### src/rtl/assert_macros.svh
// Assertion helpers. Each expects clk and rst_n in the enclosing scope.
`ifndef ASSERT_MACROS_SVH
`define ASSERT_MACROS_SVH

`define ASSERT_ALWAYS(lbl, expr) \
    lbl: assert property (@(posedge clk) disable iff (!rst_n) (expr)) \
        else $error("assertion failed");

`define ASSERT_IMPLIES(lbl, ante, cons) \
    lbl: assert property (@(posedge clk) disable iff (!rst_n) (ante) |-> (cons)) \
        else $error("assertion failed");

`define ASSERT_NEXT(lbl, ante, cons) \
    lbl: assert property (@(posedge clk) disable iff (!rst_n) (ante) |=> (cons)) \
        else $error("assertion failed");

`endif

### src/rtl/elom_pkg.sv
package elom_pkg;

    localparam int LOG_DEPTH     = 64;
    localparam int OFFSET_BITS   = 24;
    localparam int IDX_BITS      = (LOG_DEPTH > 1) ? $clog2(LOG_DEPTH) : 1;
    localparam int CNT_BITS      = $clog2(LOG_DEPTH + 1);
    localparam int ARITH_BITS    = OFFSET_BITS + 3;
    localparam int OP_BITS       = 2;
    localparam int IN_FIELD_BITS = 3 * OFFSET_BITS;
    localparam int IN_DATA_BITS  = ((IN_FIELD_BITS + 7) / 8) * 8;
    localparam int OUT_FIELD_BITS = OFFSET_BITS + 2 + CNT_BITS;
    localparam int OUT_DATA_BITS = ((OUT_FIELD_BITS + 7) / 8) * 8;

    localparam logic [ARITH_BITS-1:0] OFF_MAX =
        ARITH_BITS'({OFFSET_BITS{1'b1}});

    typedef enum logic [OP_BITS-1:0] {
        OP_ADD   = 2'd0,
        OP_CLEAR = 2'd1,
        OP_FWD   = 2'd2,
        OP_BACK  = 2'd3
    } op_t;

    typedef struct packed {
        logic [OFFSET_BITS-1:0] inserted;
        logic [OFFSET_BITS-1:0] removed;
        logic [OFFSET_BITS-1:0] start;
    } entry_t;

    typedef struct packed {
        logic load;
        logic issue;
        logic step;
        logic add_cmp;
        logic add_wr;
        logic clear;
        logic finish;
    } cmd_t;

    typedef struct packed {
        logic count_zero;
        logic last_issue;
        logic out_free;
    } status_t;

    function automatic logic [OFFSET_BITS-1:0] sat_off(input logic [ARITH_BITS-1:0] v);
        logic [ARITH_BITS-1:0] s;
        s = (v > OFF_MAX) ? OFF_MAX : v;
        return s[OFFSET_BITS-1:0];
    endfunction

endpackage

### src/rtl/elom_ram.sv
module elom_ram #(
    parameter int WIDTH = 8,
    parameter int DEPTH = 16
) (
    input  logic                                      clk,
    input  logic                                      wr_en,
    input  logic [((DEPTH > 1) ? $clog2(DEPTH) : 1)-1:0] wr_addr,
    input  logic [WIDTH-1:0]                          wr_data,
    input  logic                                      rd_en,
    input  logic [((DEPTH > 1) ? $clog2(DEPTH) : 1)-1:0] rd_addr,
    output logic [WIDTH-1:0]                          rd_data
);

    logic [WIDTH-1:0] mem [DEPTH];

    always_ff @(posedge clk)
    begin
        if (wr_en)
        begin
            mem[wr_addr] <= wr_data;
        end
        if (rd_en)
        begin
            rd_data <= mem[rd_addr];
        end
    end

endmodule

### src/rtl/elom_ctrl.sv
`include "assert_macros.svh"

module elom_ctrl (
    input  logic                          clk,
    input  logic                          rst_n,
    input  logic                          s_tvalid,
    output logic                          s_tready,
    input  logic [elom_pkg::OP_BITS-1:0]  s_tuser,
    input  elom_pkg::status_t             status,
    output elom_pkg::cmd_t                cmd
);
    import elom_pkg::*;

    typedef enum logic [7:0] {
        S_IDLE    = 8'b0000_0001,
        S_CLR     = 8'b0000_0010,
        S_ADD_RD  = 8'b0000_0100,
        S_ADD_CMP = 8'b0000_1000,
        S_ADD_WR  = 8'b0001_0000,
        S_WALK    = 8'b0010_0000,
        S_DRAIN   = 8'b0100_0000,
        S_DONE    = 8'b1000_0000
    } state_t;

    state_t state_reg, state_next;
    logic   walk_data_reg, walk_data_next;
    logic   accept;
    op_t    in_op;

    assign s_tready = (state_reg == S_IDLE);
    assign accept   = s_tvalid && s_tready;
    assign in_op    = op_t'(s_tuser);

    always_comb
    begin
        state_next     = state_reg;
        walk_data_next = 1'b0;
        cmd            = '0;
        case (state_reg)
            S_IDLE:
            begin
                if (accept)
                begin
                    cmd.load = 1'b1;
                    case (in_op)
                        OP_ADD:   state_next = S_ADD_RD;
                        OP_CLEAR: state_next = S_CLR;
                        default:  state_next = status.count_zero ? S_DONE : S_WALK;
                    endcase
                end
            end
            S_CLR:
            begin
                cmd.clear  = 1'b1;
                state_next = S_DONE;
            end
            S_ADD_RD:
            begin
                cmd.issue  = 1'b1;
                state_next = S_ADD_CMP;
            end
            S_ADD_CMP:
            begin
                cmd.add_cmp = 1'b1;
                state_next  = S_ADD_WR;
            end
            S_ADD_WR:
            begin
                cmd.add_wr = 1'b1;
                state_next = S_DONE;
            end
            S_WALK:
            begin
                cmd.issue      = 1'b1;
                cmd.step       = walk_data_reg;
                walk_data_next = 1'b1;
                if (status.last_issue)
                begin
                    state_next = S_DRAIN;
                end
            end
            S_DRAIN:
            begin
                cmd.step   = 1'b1;
                state_next = S_DONE;
            end
            S_DONE:
            begin
                if (status.out_free)
                begin
                    cmd.finish = 1'b1;
                    state_next = S_IDLE;
                end
            end
            default:
            begin
                state_next = S_IDLE;
            end
        endcase
    end

    always_ff @(posedge clk or negedge rst_n)
    begin
        if (!rst_n)
        begin
            state_reg     <= S_IDLE;
            walk_data_reg <= 1'b0;
        end
        else
        begin
            state_reg     <= state_next;
            walk_data_reg <= walk_data_next;
        end
    end

    `ASSERT_IMPLIES(a_finish_needs_room, cmd.finish, status.out_free)
    `ASSERT_NEXT(a_walk_ends_in_drain, state_reg == S_WALK && status.last_issue, state_reg == S_DRAIN)

endmodule

### src/rtl/elom_datapath.sv
`include "assert_macros.svh"

module elom_datapath (
    input  logic                                clk,
    input  logic                                rst_n,
    input  logic [elom_pkg::IN_DATA_BITS-1:0]   s_tdata,
    input  logic [elom_pkg::OP_BITS-1:0]        s_tuser,
    output logic                                m_tvalid,
    input  logic                                m_tready,
    output logic [elom_pkg::OUT_DATA_BITS-1:0]  m_tdata,
    input  elom_pkg::cmd_t                      cmd,
    output elom_pkg::status_t                   status
);
    import elom_pkg::*;

    logic [CNT_BITS-1:0]    count_reg, count_next;
    logic                   m_tvalid_reg, m_tvalid_next;
    logic [OUT_DATA_BITS-1:0] m_data_reg;
    op_t                    op_reg;
    logic [OFFSET_BITS-1:0] off_reg, off_next;
    logic [OFFSET_BITS-1:0] rem_reg;
    logic [OFFSET_BITS-1:0] ins_reg;
    logic [IDX_BITS-1:0]    addr_reg;
    logic [CNT_BITS-1:0]    steps_reg;
    logic [ARITH_BITS-1:0]  pre_reg, post_reg;
    logic                   touch_reg;
    logic                   merged_reg, full_reg;

    logic [CNT_BITS-1:0]    cnt_m1;
    logic                   count_full;
    logic                   fwd;
    op_t                    in_op;
    logic [IDX_BITS-1:0]    addr_init;

    logic                   wr_en;
    logic [IDX_BITS-1:0]    wr_addr;
    entry_t                 wr_entry;
    logic [$bits(entry_t)-1:0] rd_word;
    entry_t                 ent;

    logic [ARITH_BITS-1:0]  cur, eo, ei, er, sub_amt, add_amt;
    logic [ARITH_BITS-1:0]  p, r, i;
    logic [ARITH_BITS-1:0]  end_new, end_old, pre_c, post_c;
    logic                   touch_c;
    logic [ARITH_BITS-1:0]  ni, nr, ns;
    logic [OFFSET_BITS-1:0] step_off;
    logic [OFFSET_BITS-1:0] mapped;

    assign cnt_m1     = count_reg - 1'b1;
    assign count_full = (count_reg == CNT_BITS'(LOG_DEPTH));
    assign fwd        = (op_reg == OP_FWD);
    assign in_op      = op_t'(s_tuser);
    assign addr_init  = (in_op == OP_FWD) ? '0 : cnt_m1[IDX_BITS-1:0];

    assign ent = entry_t'(rd_word);

    elom_ram #(
        .WIDTH ($bits(entry_t)),
        .DEPTH (LOG_DEPTH)
    ) u_log_ram (
        .clk     (clk),
        .wr_en   (wr_en),
        .wr_addr (wr_addr),
        .wr_data (wr_entry),
        .rd_en   (cmd.issue),
        .rd_addr (addr_reg),
        .rd_data (rd_word)
    );

    // one map step against the entry just read
    always_comb
    begin
        cur     = ARITH_BITS'(off_reg);
        eo      = ARITH_BITS'(ent.start);
        er      = ARITH_BITS'(ent.removed);
        ei      = ARITH_BITS'(ent.inserted);
        sub_amt = fwd ? er : ei;
        add_amt = fwd ? ei : er;
        step_off = off_reg;
        if (cur >= eo)
        begin
            if (cur < eo + sub_amt)
            begin
                step_off = ent.start;
            end
            else
            begin
                step_off = sat_off(cur - sub_amt + add_amt);
            end
        end
    end

    // merge test against the newest entry
    always_comb
    begin
        p       = ARITH_BITS'(off_reg);
        r       = ARITH_BITS'(rem_reg);
        i       = ARITH_BITS'(ins_reg);
        end_new = p + r;
        end_old = eo + ei;
        touch_c = !status.count_zero && (end_new >= eo) && (p <= end_old);
        pre_c   = (eo > p) ? eo - p : '0;
        post_c  = (end_new > end_old) ? end_new - end_old : '0;
    end

    always_comb
    begin
        ni = ei + i + pre_reg + post_reg - r;
        nr = er + pre_reg + post_reg;
        ns = eo - pre_reg;
        wr_en   = cmd.add_wr && (touch_reg || !count_full);
        wr_addr = touch_reg ? cnt_m1[IDX_BITS-1:0] : count_reg[IDX_BITS-1:0];
        if (touch_reg)
        begin
            wr_entry.start    = ns[OFFSET_BITS-1:0];
            wr_entry.removed  = sat_off(nr);
            wr_entry.inserted = sat_off(ni);
        end
        else
        begin
            wr_entry.start    = off_reg;
            wr_entry.removed  = rem_reg;
            wr_entry.inserted = ins_reg;
        end
    end

    always_comb
    begin
        count_next = count_reg;
        if (cmd.clear)
        begin
            count_next = '0;
        end
        else if (cmd.add_wr && !touch_reg && !count_full)
        begin
            count_next = count_reg + 1'b1;
        end
    end

    always_comb
    begin
        off_next = off_reg;
        if (cmd.load)
        begin
            off_next = s_tdata[OFFSET_BITS-1:0];
        end
        else if (cmd.step)
        begin
            off_next = step_off;
        end
    end

    assign mapped = (op_reg == OP_FWD || op_reg == OP_BACK) ? off_reg : '0;

    always_comb
    begin
        m_tvalid_next = m_tvalid_reg;
        if (cmd.finish)
        begin
            m_tvalid_next = 1'b1;
        end
        else if (m_tready)
        begin
            m_tvalid_next = 1'b0;
        end
    end

    always_ff @(posedge clk or negedge rst_n)
    begin
        if (!rst_n)
        begin
            count_reg    <= '0;
            m_tvalid_reg <= 1'b0;
        end
        else
        begin
            count_reg    <= count_next;
            m_tvalid_reg <= m_tvalid_next;
        end
    end

    always_ff @(posedge clk)
    begin
        off_reg <= off_next;
        if (cmd.load)
        begin
            op_reg     <= in_op;
            rem_reg    <= s_tdata[2*OFFSET_BITS-1:OFFSET_BITS];
            ins_reg    <= s_tdata[3*OFFSET_BITS-1:2*OFFSET_BITS];
            addr_reg   <= addr_init;
            steps_reg  <= count_reg;
            merged_reg <= 1'b0;
            full_reg   <= 1'b0;
        end
        if (cmd.issue)
        begin
            addr_reg  <= fwd ? addr_reg + 1'b1 : addr_reg - 1'b1;
            steps_reg <= steps_reg - 1'b1;
        end
        if (cmd.add_cmp)
        begin
            pre_reg   <= pre_c;
            post_reg  <= post_c;
            touch_reg <= touch_c;
        end
        if (cmd.add_wr)
        begin
            merged_reg <= touch_reg;
            full_reg   <= !touch_reg && count_full;
        end
        if (cmd.finish)
        begin
            m_data_reg <= OUT_DATA_BITS'({count_reg, full_reg, merged_reg, mapped});
        end
    end

    assign status.count_zero = (count_reg == '0);
    assign status.last_issue = (steps_reg == CNT_BITS'(1));
    assign status.out_free   = !m_tvalid_reg || m_tready;

    assign m_tvalid = m_tvalid_reg;
    assign m_tdata  = m_data_reg;

    `ASSERT_ALWAYS(a_count_bound, count_reg <= CNT_BITS'(LOG_DEPTH))
    `ASSERT_NEXT(a_merge_keeps_count, cmd.add_wr && touch_reg, count_reg == $past(count_reg))
    `ASSERT_IMPLIES(a_flags_exclusive, m_tvalid_reg, !(merged_reg && full_reg))

endmodule

### src/rtl/edit_log_offset_mapper_unit.sv
// Channel   Dir   Signals                      Word
// s_*       in    s_tvalid s_tready s_tdata    tdata: position, removed_count, inserted_count
//                 s_tuser                      tuser: opcode
// m_*       out   m_tvalid m_tready m_tdata    tdata: mapped_position, was_merged,
//                                              log_full, entries_used
//
// Map words make one RAM read per log entry, and none on an empty log.
// Add reads the newest entry, compares and writes; clear empties the log.
// One word is processed at a time; the next is taken once the result sits in the
// output register, which holds it while m_tready is low.
// rst_n is asynchronous and empties the log; entry storage is not cleared.
module edit_log_offset_mapper_unit (
    input  logic                                clk,
    input  logic                                rst_n,
    input  logic                                s_tvalid,
    output logic                                s_tready,
    // [23:0] position, [47:24] removed_count, [71:48] inserted_count
    input  logic [elom_pkg::IN_DATA_BITS-1:0]   s_tdata,
    // [1:0] opcode
    input  logic [elom_pkg::OP_BITS-1:0]        s_tuser,
    output logic                                m_tvalid,
    input  logic                                m_tready,
    // [23:0] mapped_position, [24] was_merged, [25] log_full, [32:26] entries_used
    output logic [elom_pkg::OUT_DATA_BITS-1:0]  m_tdata
);
    import elom_pkg::*;

    cmd_t    cmd;
    status_t status;

    elom_ctrl u_ctrl (
        .clk      (clk),
        .rst_n    (rst_n),
        .s_tvalid (s_tvalid),
        .s_tready (s_tready),
        .s_tuser  (s_tuser),
        .status   (status),
        .cmd      (cmd)
    );

    elom_datapath u_datapath (
        .clk      (clk),
        .rst_n    (rst_n),
        .s_tdata  (s_tdata),
        .s_tuser  (s_tuser),
        .m_tvalid (m_tvalid),
        .m_tready (m_tready),
        .m_tdata  (m_tdata),
        .cmd      (cmd),
        .status   (status)
    );

endmodule
### config.mk
export PLATFORM = sky130hd
export DESIGN_NAME = edit_log_offset_mapper_unit
export DESIGN_NICKNAME = d
export VERILOG_FILES = /design/src/rtl/elom_pkg.sv /design/src/rtl/elom_ram.sv /design/src/rtl/elom_ctrl.sv /design/src/rtl/elom_datapath.sv /design/src/rtl/edit_log_offset_mapper_unit.sv
export VERILOG_INCLUDE_DIRS = /design/src /design/src/rtl
export SDC_FILE = /design/constraint.sdc
export NUM_CORES = 2
export LEC_CHECK = 0
export BUFFER_PORTS_ARGS = -buffer_cell sky130_fd_sc_hd__buf_4
export CORE_MARGIN = 4
export CORE_UTILIZATION = 31
export CTS_BUF_LIST = sky130_fd_sc_hd__clkbuf_2 sky130_fd_sc_hd__clkbuf_4 sky130_fd_sc_hd__clkbuf_8
export CTS_CLUSTER_DIAMETER = 150
export DETAILED_ROUTE_END_ITERATION = 10
export GPL_TIMING_DRIVEN = 0
export PLACE_DENSITY = 0.43
export SLEW_MARGIN = 20
export SYNTH_ARGS = -nofsm -noshare
export SYNTH_HDL_FRONTEND = slang
export SYNTH_MEMORY_MAX_BITS = 65536
export SYNTH_SLANG_ARGS = --single-unit
### constraint.sdc
create_clock -name clk -period 7.65 [get_ports clk]
set_clock_uncertainty 0.2 [all_clocks]
set_input_delay 1.53 -clock clk [delete_from_list [all_inputs] [get_ports clk]]
set_output_delay 1.53 -clock clk [all_outputs]
set_load 0.1 [all_outputs]
==> results.ini <==
[status]
status=complete, but fails checks
violations=antenna rules

[worst_hold_path]
worstHoldPathCells=2
whs_endpoint=u_ctrl.state_reg[2]
hold_class=in -> reg
min_from=s_tuser[0]

[worst_setup_path]
cp_num_buf_inv=5
worstSetupPathType=reg -> reg
r2r_start=u_datapath.u_log_ram.rd_data[49]
crit_slowest_cell=fa_1
cp_data_arrival_time_ns=8.34
crit_required_ns=8.46
rr_endpoint=u_datapath.u_log_ram.mem[40][66]
crit_path_end_kind=register
cp_max_fo=32
ff2ff_setup_slack_ns=0.13
max_stage_delay_ns=0.57
timing.critical_path.mode_cell=a21o_1
crit_path_start_kind=register
rr_worst_depth=27
crit_family=compound AO/OA/AOI/OAI gates

[yosys]
synth.most_common_cell=edfxtp_1
synth_edf_count=4855
ys_ff_latch=4872
ys_warn_count=0
synth.yosys.seq_area_share_pct=72.9
yosys-top-cells-area=edfxtp_1 (73%), mux4_2 (17%), ha_1 (2.2%), fa_1 (0.83%), xnor2_1 (0.64%)
yosys.area.top_type=edfxtp_1
avgSynthCellArea_sq_um=21.4
synth_top_area_share_pct=72.7
synth_cell_types=86
synth-async-reset-ratio_pct=0.349
synthFlopType=edfxtp_1
synth_cells=9381
ys_top_cells_by_count=edfxtp_1 (4,855), mux4_2 (1,512), ha_1 (351)
synth_area_sq_um=200000

[timing]
fmax_mhz=133
tightest_slew_ns=1.20
period_needed_ns=7.52
whs_ns=0.202
fin_crit_sh_pct=98.4
finalMaxSlewViolations=0
rsz0062_at_grt=yes
fin_tns_setup_ns=0
finalSetupViolations=0
relSlewSlack_pct=19.5
hold_viol_final=0

[final_layout]
syn_to_final_growth_pct=20.4
final_cells=20200
multi_input_area_sq_um=53500
fillers=58600
post-route-util_pct=37.4
drive_above_1_share_pct=33.2
largest_reg_flops=4608
largest-register=u_datapath.u_log_ram.mem
fin_nets=11400
final_area_sq_um=241000
regArea_sq_um=146000

[flow_run]
drv_cap=0

[global_routing]
track_usage_pct=20.3
grt_start_max_net_pins=65
antenna_found_initial=72
grt_overflow=0
grt_pass1_wl_um=924000
grt_pass1_vias=110000

[floorplan]
core_area_sq_um=645000
ios=120
dieWidth_um=812
initial_core_util_pct=31.1
floorplan.die_area_sq_um=660000
die_height_um=812
rows=295

[routing]
wl_per_cell_um=34.1
wl_um=689000
viasPerCell=5.26
firstDrtPassIters=6
ant_nets=1
drc=0
drt_iter0_markers=11000
via_count=106000

[power]
ir_drop_mv=0.301
p_leak_nw=78.0
powerDensity_nw_per_um2=317

[cts]
cts_tree=done
path_clk_slew_ns=0.06
insertion_delay_ns=1.36
cts_root_buf=clkbuf_8
cts_buffer_depth=4
cts_buffers=809
htree_num_levels=6
clock-sinks=4872

[placed_design]
gp_congestion=0.908
io_buffers=112
place_area_sq_um=224000
place_inst=18600
hpwl_um=507000

-- power breakdown --
group,total (mW),switching [mW],internal [mW]
sequential,32.0,0.597,31.4
clock,22.6,10.7,11.8
combinational,21.9,13.7,8.23
total,76.5,25.0,51.4
-- repair_timing --
action | CTS | global route
gates cloned | 8 | 14
endpoints found under the setup margin | 1569 | 1579
resized for setup | 35 | 63
buffers inserted | 33 | 27
hold buffers | 46 | 0
pin swaps | 13 | 25
hold endpoints to repair | 62 | 0
-- stage by stage --
step	total power [mW]	worst slack [ns]
floorplan	44.3	0.478
global placement	52.3	-5.11
detailed placement	53.2	-2.30
CTS	76.6	0.00249
global route	79.7	-0.0548
finish	76.5	0.125
-- layout by cell type, fill, tap and decap left out, types with 87 or more instances in the layout --
cell / count
nor2_1: 247
edfxtp_1: 4855
o21ai_0: 95
xnor2_1: 144
a21oi_1: 210
clkbuf_1: 158
mux4_2: 1512
clkbuf_8: 824
clkinv_1: 240
xor2_1: 87
buf_12: 312
buf_4: 174
clkbuf_2: 113
nand2_1: 227
clkbuf_4: 266
ha_1: 343
a21o_1: 104
buf_16: 147
inv_1: 211
-- layer usage --
| metal | up-vias | wire [um] | global-route usage [%] |
|---|---|---|---|
| li1 | 42800 | - | - |
| met2 | 4308 | 328000 | 33.3 |
| met4 | 8 | 27800 | 7.44 |
| met3 | 1110 | 43000 | 3.12 |
| met5 | - | 48 | 0 |
| met1 | 58200 | 290000 | 27.6 |
-- worst max-delay path by stage --
stage | to | slack (ns) | start | depth (start not counted)
global route | u_datapath.u_log_ram.mem[56][62] | -0.05 | u_datapath.ins_reg[0] | 30
global placement | u_datapath.u_log_ram.mem[15][21] | -5.11 | u_datapath.count_reg[0] | 10
CTS | u_datapath.u_log_ram.mem[25][71] | 0.002 | u_datapath.u_log_ram.rd_data[49] | 26
detailed placement | u_datapath.off_reg[8] | -2.30 | u_datapath.op_reg[1] | 30
finish | u_datapath.u_log_ram.mem[40][66] | 0.13 | u_datapath.u_log_ram.rd_data[49] | 27
floorplan | u_datapath.u_log_ram.mem[0][49] | 0.48 | u_datapath.u_log_ram.rd_data[50] | 25
-- cells by family after synthesis --
kind of cell,count (synthesis),synth area share (%)
muxes,1526,17.1
buffers and inverters,623,1.20
and+or+nand+nor,894,2.06
xor gates and xnor gates,234,1.02
DFF,4872,72.9
adders and majority gates,434,3.02
other,1,0.00187
AOI/OAI and AO/OA,797,2.71
-- cell type report --
| type | count | share of cell area, % |
|---|---|---|
| well taps | 8613 | 4.46 |
| inverters | 217 | 0.341 |
| clock buffers | 1067 | 5.45 |
| clock inverters | 390 | 0.997 |
| repair buffers | 702 | 5.16 |
| plain buffers | 403 | 0.789 |
| flip-flops and latches | 4872 | 60.6 |
| diodes | 48 | 0.0498 |
| multi-input cells | 3906 | 22.2 |
Power figures use the tool's default switching activity.
